[src/rtl/uvs_pkg.sv]
// ----------------------------------------------------------------------------
// uvs_pkg
// Shared widths, register indexes and types of the UV sphere index sequencer.
// ----------------------------------------------------------------------------
package uvs_pkg;

  // Largest slice or stack count in use; written values saturate to it
  localparam int MAX_DIVISIONS = 256;

  localparam int DIV_W     = 9;   // width of the slices and stacks registers
  localparam int CNT_W     = 8;   // band and slice counters
  localparam int VTX_W     = 16;  // vertex index
  localparam int CFG_IDX_W = 2;   // register index on the write port

  // Register indexes
  localparam logic [CFG_IDX_W-1:0] REG_SLICES = 2'd0;
  localparam logic [CFG_IDX_W-1:0] REG_STACKS = 2'd1;

  // Saturated counts and restart request from the register block
  typedef struct packed {
    logic [DIV_W-1:0] slices;
    logic [DIV_W-1:0] stacks;
    logic             restart;
  } uvs_ctrl_t;

  // One triangle of the index list
  typedef struct packed {
    logic [VTX_W-1:0] corner_first;
    logic [VTX_W-1:0] corner_second;
    logic [VTX_W-1:0] corner_third;
    logic             final_triangle;
  } uvs_tri_t;

  // Clamp a division count to [2, MAX_DIVISIONS]
  function automatic logic [DIV_W-1:0] sat_div(input logic [DIV_W-1:0] v);
    logic [DIV_W-1:0] r;
    r = v;
    if (v < DIV_W'(2)) begin
      r = DIV_W'(2);
    end else if (v > DIV_W'(MAX_DIVISIONS)) begin
      r = DIV_W'(MAX_DIVISIONS);
    end
    return r;
  endfunction

endpackage

[src/rtl/uvs_cfg.sv]
// ----------------------------------------------------------------------------
// uvs_cfg
// Slice and stack registers with saturation; a write to either register restarts the sequence.
// ----------------------------------------------------------------------------
module uvs_cfg
  import uvs_pkg::*;
(
  input  logic                 clk,
  input  logic                 rst,
  input  logic                 cfg_we,
  input  logic [CFG_IDX_W-1:0] cfg_index,
  input  logic [DIV_W-1:0]     cfg_data,
  output uvs_ctrl_t            ctrl
);

  logic [DIV_W-1:0] slices;
  logic [DIV_W-1:0] stacks;

  // Hold the written values; an unknown index changes nothing
  always_ff @(posedge clk) begin
    if (rst) begin
      slices <= DIV_W'(2);
      stacks <= DIV_W'(2);
    end else if (cfg_we) begin
      if (cfg_index == REG_SLICES) begin
        slices <= cfg_data;
      end
      if (cfg_index == REG_STACKS) begin
        stacks <= cfg_data;
      end
    end
  end

  // Drive clamped counts and the restart request
  always_comb begin
    ctrl.slices  = sat_div(slices);
    ctrl.stacks  = sat_div(stacks);
    ctrl.restart = cfg_we && (cfg_index == REG_SLICES || cfg_index == REG_STACKS);
  end

endmodule

[src/rtl/uvs_walker.sv]
// ----------------------------------------------------------------------------
// uvs_walker
// Mesh walk state (phase, band, slice, half-quad, row base) and the
// corner computation of the current triangle.
// ----------------------------------------------------------------------------
module uvs_walker
  import uvs_pkg::*;
(
  input  logic      clk,
  input  logic      rst,
  input  uvs_ctrl_t ctrl,
  input  logic      accept,
  input  logic      restart,
  output uvs_tri_t  tri_out
);

  typedef enum logic [1:0] {
    PH_TOP    = 2'd0,
    PH_BAND   = 2'd1,
    PH_BOTTOM = 2'd2
  } phase_t;

  phase_t             phase, phase_next, e_phase;
  logic [CNT_W-1:0]   band_counter, band_counter_next, e_band;
  logic [CNT_W-1:0]   slice_counter, slice_counter_next, e_slice;
  logic               second_half, second_half_next, e_half;
  logic [VTX_W-1:0]   band_base, band_base_next, e_base;

  logic [CNT_W:0]     slice_inc;
  logic               last_slice;
  logic [CNT_W-1:0]   n;
  logic [VTX_W-1:0]   a, b, ai, an, bi, bn;

  always_comb begin
    // Apply restart request, and recover from the unused phase code
    e_phase = phase;
    e_band  = band_counter;
    e_slice = slice_counter;
    e_half  = second_half;
    e_base  = band_base;
    if (restart || !(phase == PH_TOP || phase == PH_BAND || phase == PH_BOTTOM)) begin
      e_phase = PH_TOP;
      e_band  = '0;
      e_slice = '0;
      e_half  = 1'b0;
      e_base  = VTX_W'(1);
    end

    // Neighbor slice with wrap at the last one
    slice_inc  = {1'b0, e_slice} + (CNT_W+1)'(1);
    last_slice = slice_inc >= ctrl.slices;
    n          = last_slice ? '0 : slice_inc[CNT_W-1:0];

    a  = e_base;
    b  = a + VTX_W'(ctrl.slices);
    ai = a + VTX_W'(e_slice);
    an = a + VTX_W'(n);
    bi = b + VTX_W'(e_slice);
    bn = b + VTX_W'(n);

    phase_next         = e_phase;
    band_counter_next  = e_band;
    slice_counter_next = e_slice;
    second_half_next   = e_half;
    band_base_next     = e_base;
    tri_out.final_triangle = 1'b0;

    unique case (e_phase)
      PH_BAND: begin
        if (!e_half) begin
          tri_out.corner_first  = ai;
          tri_out.corner_second = an;
          tri_out.corner_third  = bi;
          second_half_next      = 1'b1;
        end else begin
          tri_out.corner_first  = an;
          tri_out.corner_second = bn;
          tri_out.corner_third  = bi;
          second_half_next      = 1'b0;
          if (last_slice) begin
            slice_counter_next = '0;
            band_base_next     = b;
            if (({2'b00, e_band} + (CNT_W+2)'(3)) >= {1'b0, ctrl.stacks}) begin
              phase_next = PH_BOTTOM;
            end else begin
              band_counter_next = e_band + CNT_W'(1);
            end
          end else begin
            slice_counter_next = n;
          end
        end
      end
      PH_BOTTOM: begin
        tri_out.corner_first  = ai;
        tri_out.corner_second = an;
        tri_out.corner_third  = b;
        if (last_slice) begin
          // Close the mesh and rewind
          tri_out.final_triangle = 1'b1;
          phase_next         = PH_TOP;
          band_counter_next  = '0;
          slice_counter_next = '0;
          second_half_next   = 1'b0;
          band_base_next     = VTX_W'(1);
        end else begin
          slice_counter_next = n;
        end
      end
      default: begin
        // Top cap fan around the pole
        tri_out.corner_first  = '0;
        tri_out.corner_second = an;
        tri_out.corner_third  = ai;
        if (last_slice) begin
          slice_counter_next = '0;
          if (ctrl.stacks > DIV_W'(2)) begin
            phase_next        = PH_BAND;
            band_counter_next = '0;
          end else begin
            phase_next = PH_BOTTOM;
          end
        end else begin
          slice_counter_next = n;
        end
      end
    endcase
  end

  // Advance on each accepted request; a register write rewinds
  always_ff @(posedge clk) begin
    if (rst || ctrl.restart) begin
      phase         <= PH_TOP;
      band_counter  <= '0;
      slice_counter <= '0;
      second_half   <= 1'b0;
      band_base     <= VTX_W'(1);
    end else if (accept) begin
      phase         <= phase_next;
      band_counter  <= band_counter_next;
      slice_counter <= slice_counter_next;
      second_half   <= second_half_next;
      band_base     <= band_base_next;
    end
  end

endmodule

[src/rtl/uv_sphere_index_sequencer_core.sv]
// ----------------------------------------------------------------------------
// uv_sphere_index_sequencer_core
// Triangle index list of a latitude-longitude sphere, one triangle per request.
// ----------------------------------------------------------------------------
// Each accepted request yields one triangle: top cap fan, then two triangles
// per quad of every interior band, then the bottom cap fan, with the final
// triangle flagged and the next request starting over. A request with restart
// set emits the first triangle. The block takes one request every cycle and
// shows its triangle in the next cycle in an output register; a request is
// stalled only while that register holds a triangle that is itself stalled.
// Slice and stack counts clamp to [2, 256]; a register write rewinds the walk.
module uv_sphere_index_sequencer_core
  import uvs_pkg::*;
(
  input  logic                 clk,
  input  logic                 rst,
  input  logic                 cfg_we,
  input  logic [CFG_IDX_W-1:0] cfg_index,
  input  logic [DIV_W-1:0]     cfg_data,
  input  logic                 in_valid,
  output logic                 in_stall,
  input  logic                 restart,
  output logic                 out_valid,
  input  logic                 out_stall,
  output logic [VTX_W-1:0]     corner_first,
  output logic [VTX_W-1:0]     corner_second,
  output logic [VTX_W-1:0]     corner_third,
  output logic                 final_triangle
);

  uvs_ctrl_t ctrl;
  uvs_tri_t  tri_now;
  logic      accept;

  uvs_cfg u_cfg (
    .clk       (clk),
    .rst       (rst),
    .cfg_we    (cfg_we),
    .cfg_index (cfg_index),
    .cfg_data  (cfg_data),
    .ctrl      (ctrl)
  );

  uvs_walker u_walker (
    .clk     (clk),
    .rst     (rst),
    .ctrl    (ctrl),
    .accept  (accept),
    .restart (restart),
    .tri_out (tri_now)
  );

  // Stall only while the held triangle is not taken
  assign in_stall = out_valid && out_stall;
  assign accept   = in_valid && !in_stall;

  always_ff @(posedge clk) begin
    if (rst) begin
      out_valid <= 1'b0;
    end else begin
      out_valid <= accept || (out_valid && out_stall);
    end
  end

  // Load the triangle of each accepted request
  always_ff @(posedge clk) begin
    if (accept) begin
      corner_first   <= tri_now.corner_first;
      corner_second  <= tri_now.corner_second;
      corner_third   <= tri_now.corner_third;
      final_triangle <= tri_now.final_triangle;
    end
  end

endmodule

[config.mk]
export PLATFORM = sky130hd
export DESIGN_NAME = uv_sphere_index_sequencer_core
export DESIGN_NICKNAME = d
export VERILOG_FILES = /design/src/rtl/uvs_pkg.sv /design/src/rtl/uvs_cfg.sv /design/src/rtl/uvs_walker.sv /design/src/rtl/uv_sphere_index_sequencer_core.sv
export SDC_FILE = /design/constraint.sdc
export NUM_CORES = 1
export LEC_CHECK = 0
export ABC_CLOCK_PERIOD_IN_PS = 8800
export BUFFER_PORTS_ARGS = -buffer_cell sky130_fd_sc_hd__clkbuf_2
export CAP_MARGIN = 25
export CORE_UTILIZATION = 24
export DETAILED_ROUTE_END_ITERATION = 8
export GPL_ROUTABILITY_DRIVEN = 0
export RECOVER_POWER = 25
export REMOVE_ABC_BUFFERS = 1
export SYNTH_ARGS = -nofsm -noshare
export SYNTH_HDL_FRONTEND = slang
export SYNTH_HIERARCHICAL = 1
export SYNTH_SLANG_ARGS = --single-unit
[constraint.sdc]
create_clock -name clk -period 8.8 [get_ports clk]
set_clock_uncertainty 0.1 [all_clocks]
set_input_delay 2.2 -clock clk [delete_from_list [all_inputs] [get_ports clk]]
set_output_delay 2.2 -clock clk [all_outputs]
set_load 0.05 [all_outputs]
# After elaboration in Yosys (flattened, before gate mapping)
# Cells that the tools add are included.
# Widths: inputs -> output; s select.
classes:
  add_sub_neg: 8
  n_mul: 0
  div_mod_pow: 0
  magnitude_cmp: 7
  eq_ne: 5
  shifts: 0
  mux: 37
  n_bitwise: 0
  n_reduce_logical: 15
op_table:
  columns: ["cell", "n"]
  rows:
  - ["$mux 8", 12]
  - ["$pmux 48 s2", 1]
  - ["$add 16x8->16", 4]
  - ["$mux 16", 4]
  - ["$mux 48", 1]
  - ["$mux 9", 4]
  - ["$pmux 16 s2", 1]
  - ["$gt 9x9->1 const B", 2]
  - ["$lt 9x2->1 const B", 2]
  - ["$add 16x9->16", 1]
  - ["$pmux 8 s2", 1]
  - ["$mux 2", 7]
  - ["$ge 10x9->1", 1]
  - ["$add 8x1->9 const B", 1]
  - ["$add 8x2->9 const B", 1]
  - ["$ge 9x9->1", 1]
  - ["$gt 9x2->1 const B", 1]
  - ["$add 8x1->8 const B", 1]
  - ["$eq 2x1->1 const B", 3]
  - ["$logic_or 1x1->1", 6]
  - ["$eq 2x2->1 const B", 2]
  - ["$logic_not 2->1", 2]
  - ["$mux 1", 4]
  - ["$pmux 2 s2", 1]
  - ["other kinds (4)", 8]
word_totals:
  register_bits: 103
  latchBits: 0
  ramBits: 0
  romBits: 0
  elab_cells: 84
  mem_count: 0

# Logic depth before layout (Yosys ltp)
depth:
  depth_word: 12
  depth_mapped: 31
  depth_no_buf: 23

# Modules after synthesis
# Netlist, hierarchy kept.
by_module_without_submodules:
  columns: ["module", "n_inst", "cells_each", "area_per_inst_um2", "seq_area_each_um2"]
  rows:
  - ["uvs_walker", 1, 930, 6586.3, 700.7]
  - ["uv_sphere_index_sequencer_core", 1, 54, 1517.7, 1491.4]
  - ["uvs_cfg", 1, 98, 938.4, 360.3]

# Worst setup path before layout
# Ideal clock, no wire load.
synth_path:
  path_kind: "in2reg"
  from: "input port restart"
  to: "register corner_first[14], data pin"
  setup_ns: 0.270
  arrival_ns: 7.726
  t_required_ns: 8.430
  slack_ns: 0.705
  stages: 29
  n_path_buf: 7
  path_cell_list: "a21oi_2 buf_4 clkbuf_8 buf_2 clkbuf_1 and2_1 ha_1 buf_2 inv_1 or3_4 a21oi_4 ha_1 a211oi_2 o21bai_1 a211oi_4 clkbuf_8 clkbuf_1 nand2_1 xnor2_1 ha_1 a21oi_1 a21oi_1 a311o_1 a211oi_1 o31ai_2 a21oi_1 nor2b_1 a31oi_1 a21oi_1"
synth_rtl:
  columns: ["item", "line_no", "source"]
  rows:
  - ["start: declaration", "uv_sphere_index_sequencer_core.sv:22", "input logic restart,"]
  - ["end signal: assignment", "uv_sphere_index_sequencer_core.sv:68", "corner_first <= tri_now.corner_first;"]
  - ["end: declaration", "uv_sphere_index_sequencer_core.sv:25", "output logic [VTX_W-1:0] corner_first,"]

==> impl_metrics.py <==
metrics = {
    "critical_path": {
        "end_kind": "flop",
        "critPathBufInv": 2,
        "worst_path_most_repeated_cell": "ha_1",
        "crit_arrival_ns": 7.43,
        "cp_top_family": "compound AO/OA/AOI/OAI gates",
        "required_ns": 8.77,
        "crit_type": "input port to flop",
        "cp_max_fo": 20,
        "critPathSlowestCell": "o31ai_2",
        "startpoint_type": "input port",
        "rr_startpoint": "u_walker/slice_counter[1]",
        "startpoint": "restart",
        "worstPathCellList": "clkbuf_2 > a21oi_4 > and2_1 > ha_1 > inv_1 > or3_4 > a21oi_4 > ha_1 > a211oi_2 > o21bai_1 > a211o_2 > nor2_1 > ha_1 > ha_1 > a21oi_1 > a21oi_1 > a311o_1 > a211oi_1 > o31ai_2 > nand2_1 > nor2_1 > xnor2_1 > o22ai_1",
        "slowest_delay_ns": 0.54,
    },
    "logic_synthesis": {
        "ys_seq_area_share_pct": 28.2,
        "postSynth.asyncResetShare_pct": 0,
        "ys.flop_type": "dfxtp_1",
        "synth_area_per_cell_sq_um": 8.36,
        "yosys_register_bits": 103,
        "synth-edff-count": 49,
        "synth_area_leaders": "edfxtp_1 (16%), dfxtp_1 (12%), ha_1 (8.0%), xnor2_1 (5.5%), a21oi_1 (4.3%)",
        "synth.top_cell.area_share_pct": 16.3,
        "synth_area_sq_um": 9040,
        "synth_cells": 1082,
        "ys_warn_count": 6,
        "synth_cell_type_count": 102,
        "yosysTopAreaCell": "edfxtp_1",
    },
    "power": {
        "power_leakage_nw": 3.63,
        "ir_drop_mv": 0.0888,
        "power_density_nw_per_um2": 115,
    },
    "finish": {
        "final_cells": 1625,
        "n_antenna_cell": 0,
        "fin_nets": 1192,
        "final_layout_size_suffix_gt1_share_pct": 10.7,
        "area_delta_synth_final_pct": 11.6,
    },
    "clock_network": {
        "clockRootBuffer": "clkbuf_16",
        "cts_buffers": 9,
        "clock_sinks": 103,
        "htreeDepth": 3,
        "cts_setup_buffers": 0,
        "clk_pin_slew_ns": 0.07,
        "cts-resized-gates": 0,
        "cts_hold_buf": 0,
        "cts_tree": "done",
        "clock_latency_ns": 0.37,
        "clock_path_buffers": 2,
    },
    "route": {
        "ant_nets": 0,
        "drt_wl_total_um": 28500,
        "drc": 0,
        "met2_length_um": 12200,
        "drt-initial-drc-count": 904,
        "vias_per_cell": 5.17,
        "vias": 8399,
        "drtPass1Iterations": 7,
        "top_layer": "met4",
        "wirelength_met1_um": 13500,
        "wl_per_cell_um": 17.5,
        "met3_wirelength_um": 2460,
    },
    "floorplan": {
        "die_h_um": 196,
        "die_w_um": 196,
        "io_pins": 68,
        "start_util_pct": 24.5,
        "coreArea_sq_um": 36900,
        "std_cell_rows": 70,
        "dieArea_sq_um": 38500,
    },
    "timing": {
        "slew_headroom_pct": 35.9,
        "setup_tns_ns": 0,
        "max_freq_mhz": 134,
        "rsz0062_at_grt": "no",
        "finalSetupViolations": 0,
        "min_period_ns": 7.46,
        "hold_violations": 0,
        "fin_crit_sh_pct": 84.8,
        "tightest_slew_ns": 0.956,
        "finalMaxSlewViolations": 0,
    },
    "job": {
        "maxCapViolations": 0,
    },
    "placed_design": {
        "dpl.hpwl_um": 21400,
        "io_buffers": 67,
        "dpl.cell_count": 1608,
    },
    "global_routing": {
        "grt_usage_pct": 14.8,
        "grt_pass1_wl_um": 44500,
        "grt_max_degree": 63,
        "grt_pass1_vias": 7889,
        "grt_overflow": 0,
        "antenna_found_initial": 0,
    },
    "min_path": {
        "min-delay-start": "u_walker/band_base[0]",
        "hold_path_class": "flop to flop",
    },
    "run_status": {
        "status": "finished clean",
    },
}
## synth_stat cells (20+ instances only)
library cell,number
a21oi_1,78
a22oi_1,28
clkbuf_1,38
dfxtp_1,54
edfxtp_1,49
ha_1,58
inv_1,46
mux2i_1,21
nand2_1,94
nand2b_1,34
nand3_1,23
nor2_1,99
nor2b_1,24
nor3_1,23
o21ai_0,50
o22ai_1,20
xnor2_1,57
xor2_1,27
## routing by layer
metal | global-route usage [%] | up-vias
met4 | 3.56 | 0
li1 | - | 4032
met1 | 21.1 | 3987
met3 | 3.37 | 30
met2 | 22.3 | 350
met5 | 0 | -
## registers in the layout, summed over array words and instances, names as in the netlist, 2 cells and up
name                    cells
corner_third               16
u_walker/band_base         16
u_walker/slice_counter      8
u_walker/phase              2
u_cfg/stacks                9
corner_first               16
u_cfg/slices                9
u_walker/band_counter       8
corner_second              16
## through the flow
step / cell area (sq um) / hold WS, ns / utilization (%) / power, mW / setup WS, ns
5_1_grt: 10100 / 0.419 / 27.4 / 1.21 / 0.998
3_3_place_gp: 9820 / 0.353 / 26.6 / 0.748 / 1.24
4_1_cts: 10100 / 0.371 / 27.5 / 1.18 / 1.44
2_1_floorplan: 8720 / 0.334 / - / 0.684 / 0.467
6_report: 10100 / 0.367 / 27.4 / 1.16 / 1.34
3_5_place_dp: 9830 / 0.353 / 26.7 / 0.750 / 1.06
## worst paths after layout
kind / endpoint / cells past startpoint / slack (ns)
worst max-delay path: corner_second[14] / 23 / 1.34
worst min-delay path: u_walker/band_base[0] / 2 / 0.37
worst max register to register: corner_second[14] / 22 / 2.76
worst min register to register: u_walker/band_base[0] / 2 / 0.37
## area by class of cell
cell class / instances / area (sq um)
Multi-Input combinational cell: 869 / 6010
Inverter: 49 / 184
Clock buffer: 12 / 246
Timing Repair Buffer: 84 / 420
Fill cell: 3982 / 26800
Tap cell: 504 / 631
Sequential cell: 103 / 2550
Clock inverter: 4 / 52.6
## power breakdown
group,internal (mW),switching (mW)
clock network,0.231,0.191
logic,0.0565,0.151
registers,0.520,0.0105
total,0.807,0.353
## cells by family (layout without fill, tap and decap cells)
kind of cell | after synthesis | after routing | share of synthesized area (%)
AOI/OAI and AO/OA | 311 | 311 | 23.7
xor gates and xnor gates | 88 | 88 | 9.34
adders and majority gates | 63 | 63 | 8.69
buffers and inverters | 110 | 149 | 5.55
DFF | 103 | 103 | 28.2
muxes | 23 | 23 | 2.60
and+or+nand+nor | 384 | 384 | 21.8
## cells in the final DEF, fill, tap and decap left out, drive strengths merged, types with 8 or more instances in the layout
master | Yosys | final
and2 | 15 | 15
nand3 | 26 | 26
xnor2 | 58 | 58
o31ai | 8 | 8
nor2b | 25 | 25
o22ai | 20 | 20
ha | 58 | 58
a211oi | 13 | 13
inv | 47 | 49
nand2b | 35 | 35
dfxtp | 54 | 54
clkbuf | 41 | 79
o21ai | 61 | 61
buf | 19 | 17
edfxtp | 49 | 49
nor2 | 102 | 102
a31oi | 15 | 15
a221oi | 15 | 15
a22oi | 28 | 28
xor2 | 29 | 29
mux2i | 22 | 22
nand2 | 94 | 94
a21oi | 81 | 81
nand4 | 9 | 9
or3 | 9 | 9
nor3 | 26 | 26
## worst reg2reg max path: stages, from the launching register on
cell	delay, ns
dfxtp_1	0.61
inv_1	0.13
nor2_1	0.22
ha_1	0.35
inv_1	0.13
or3_4	0.41
a21oi_4	0.22
ha_1	0.29
a211oi_2	0.18
o21bai_1	0.14
a211o_2	0.52
nor2_1	0.22
ha_1	0.22
ha_1	0.25
a21oi_1	0.08
a21oi_1	0.18
a311o_1	0.21
a211oi_1	0.11
o31ai_2	0.54
nand2_1	0.20
nor2_1	0.21
xnor2_1	0.15
o22ai_1	0.09
Power figures use the tool's default switching activity.
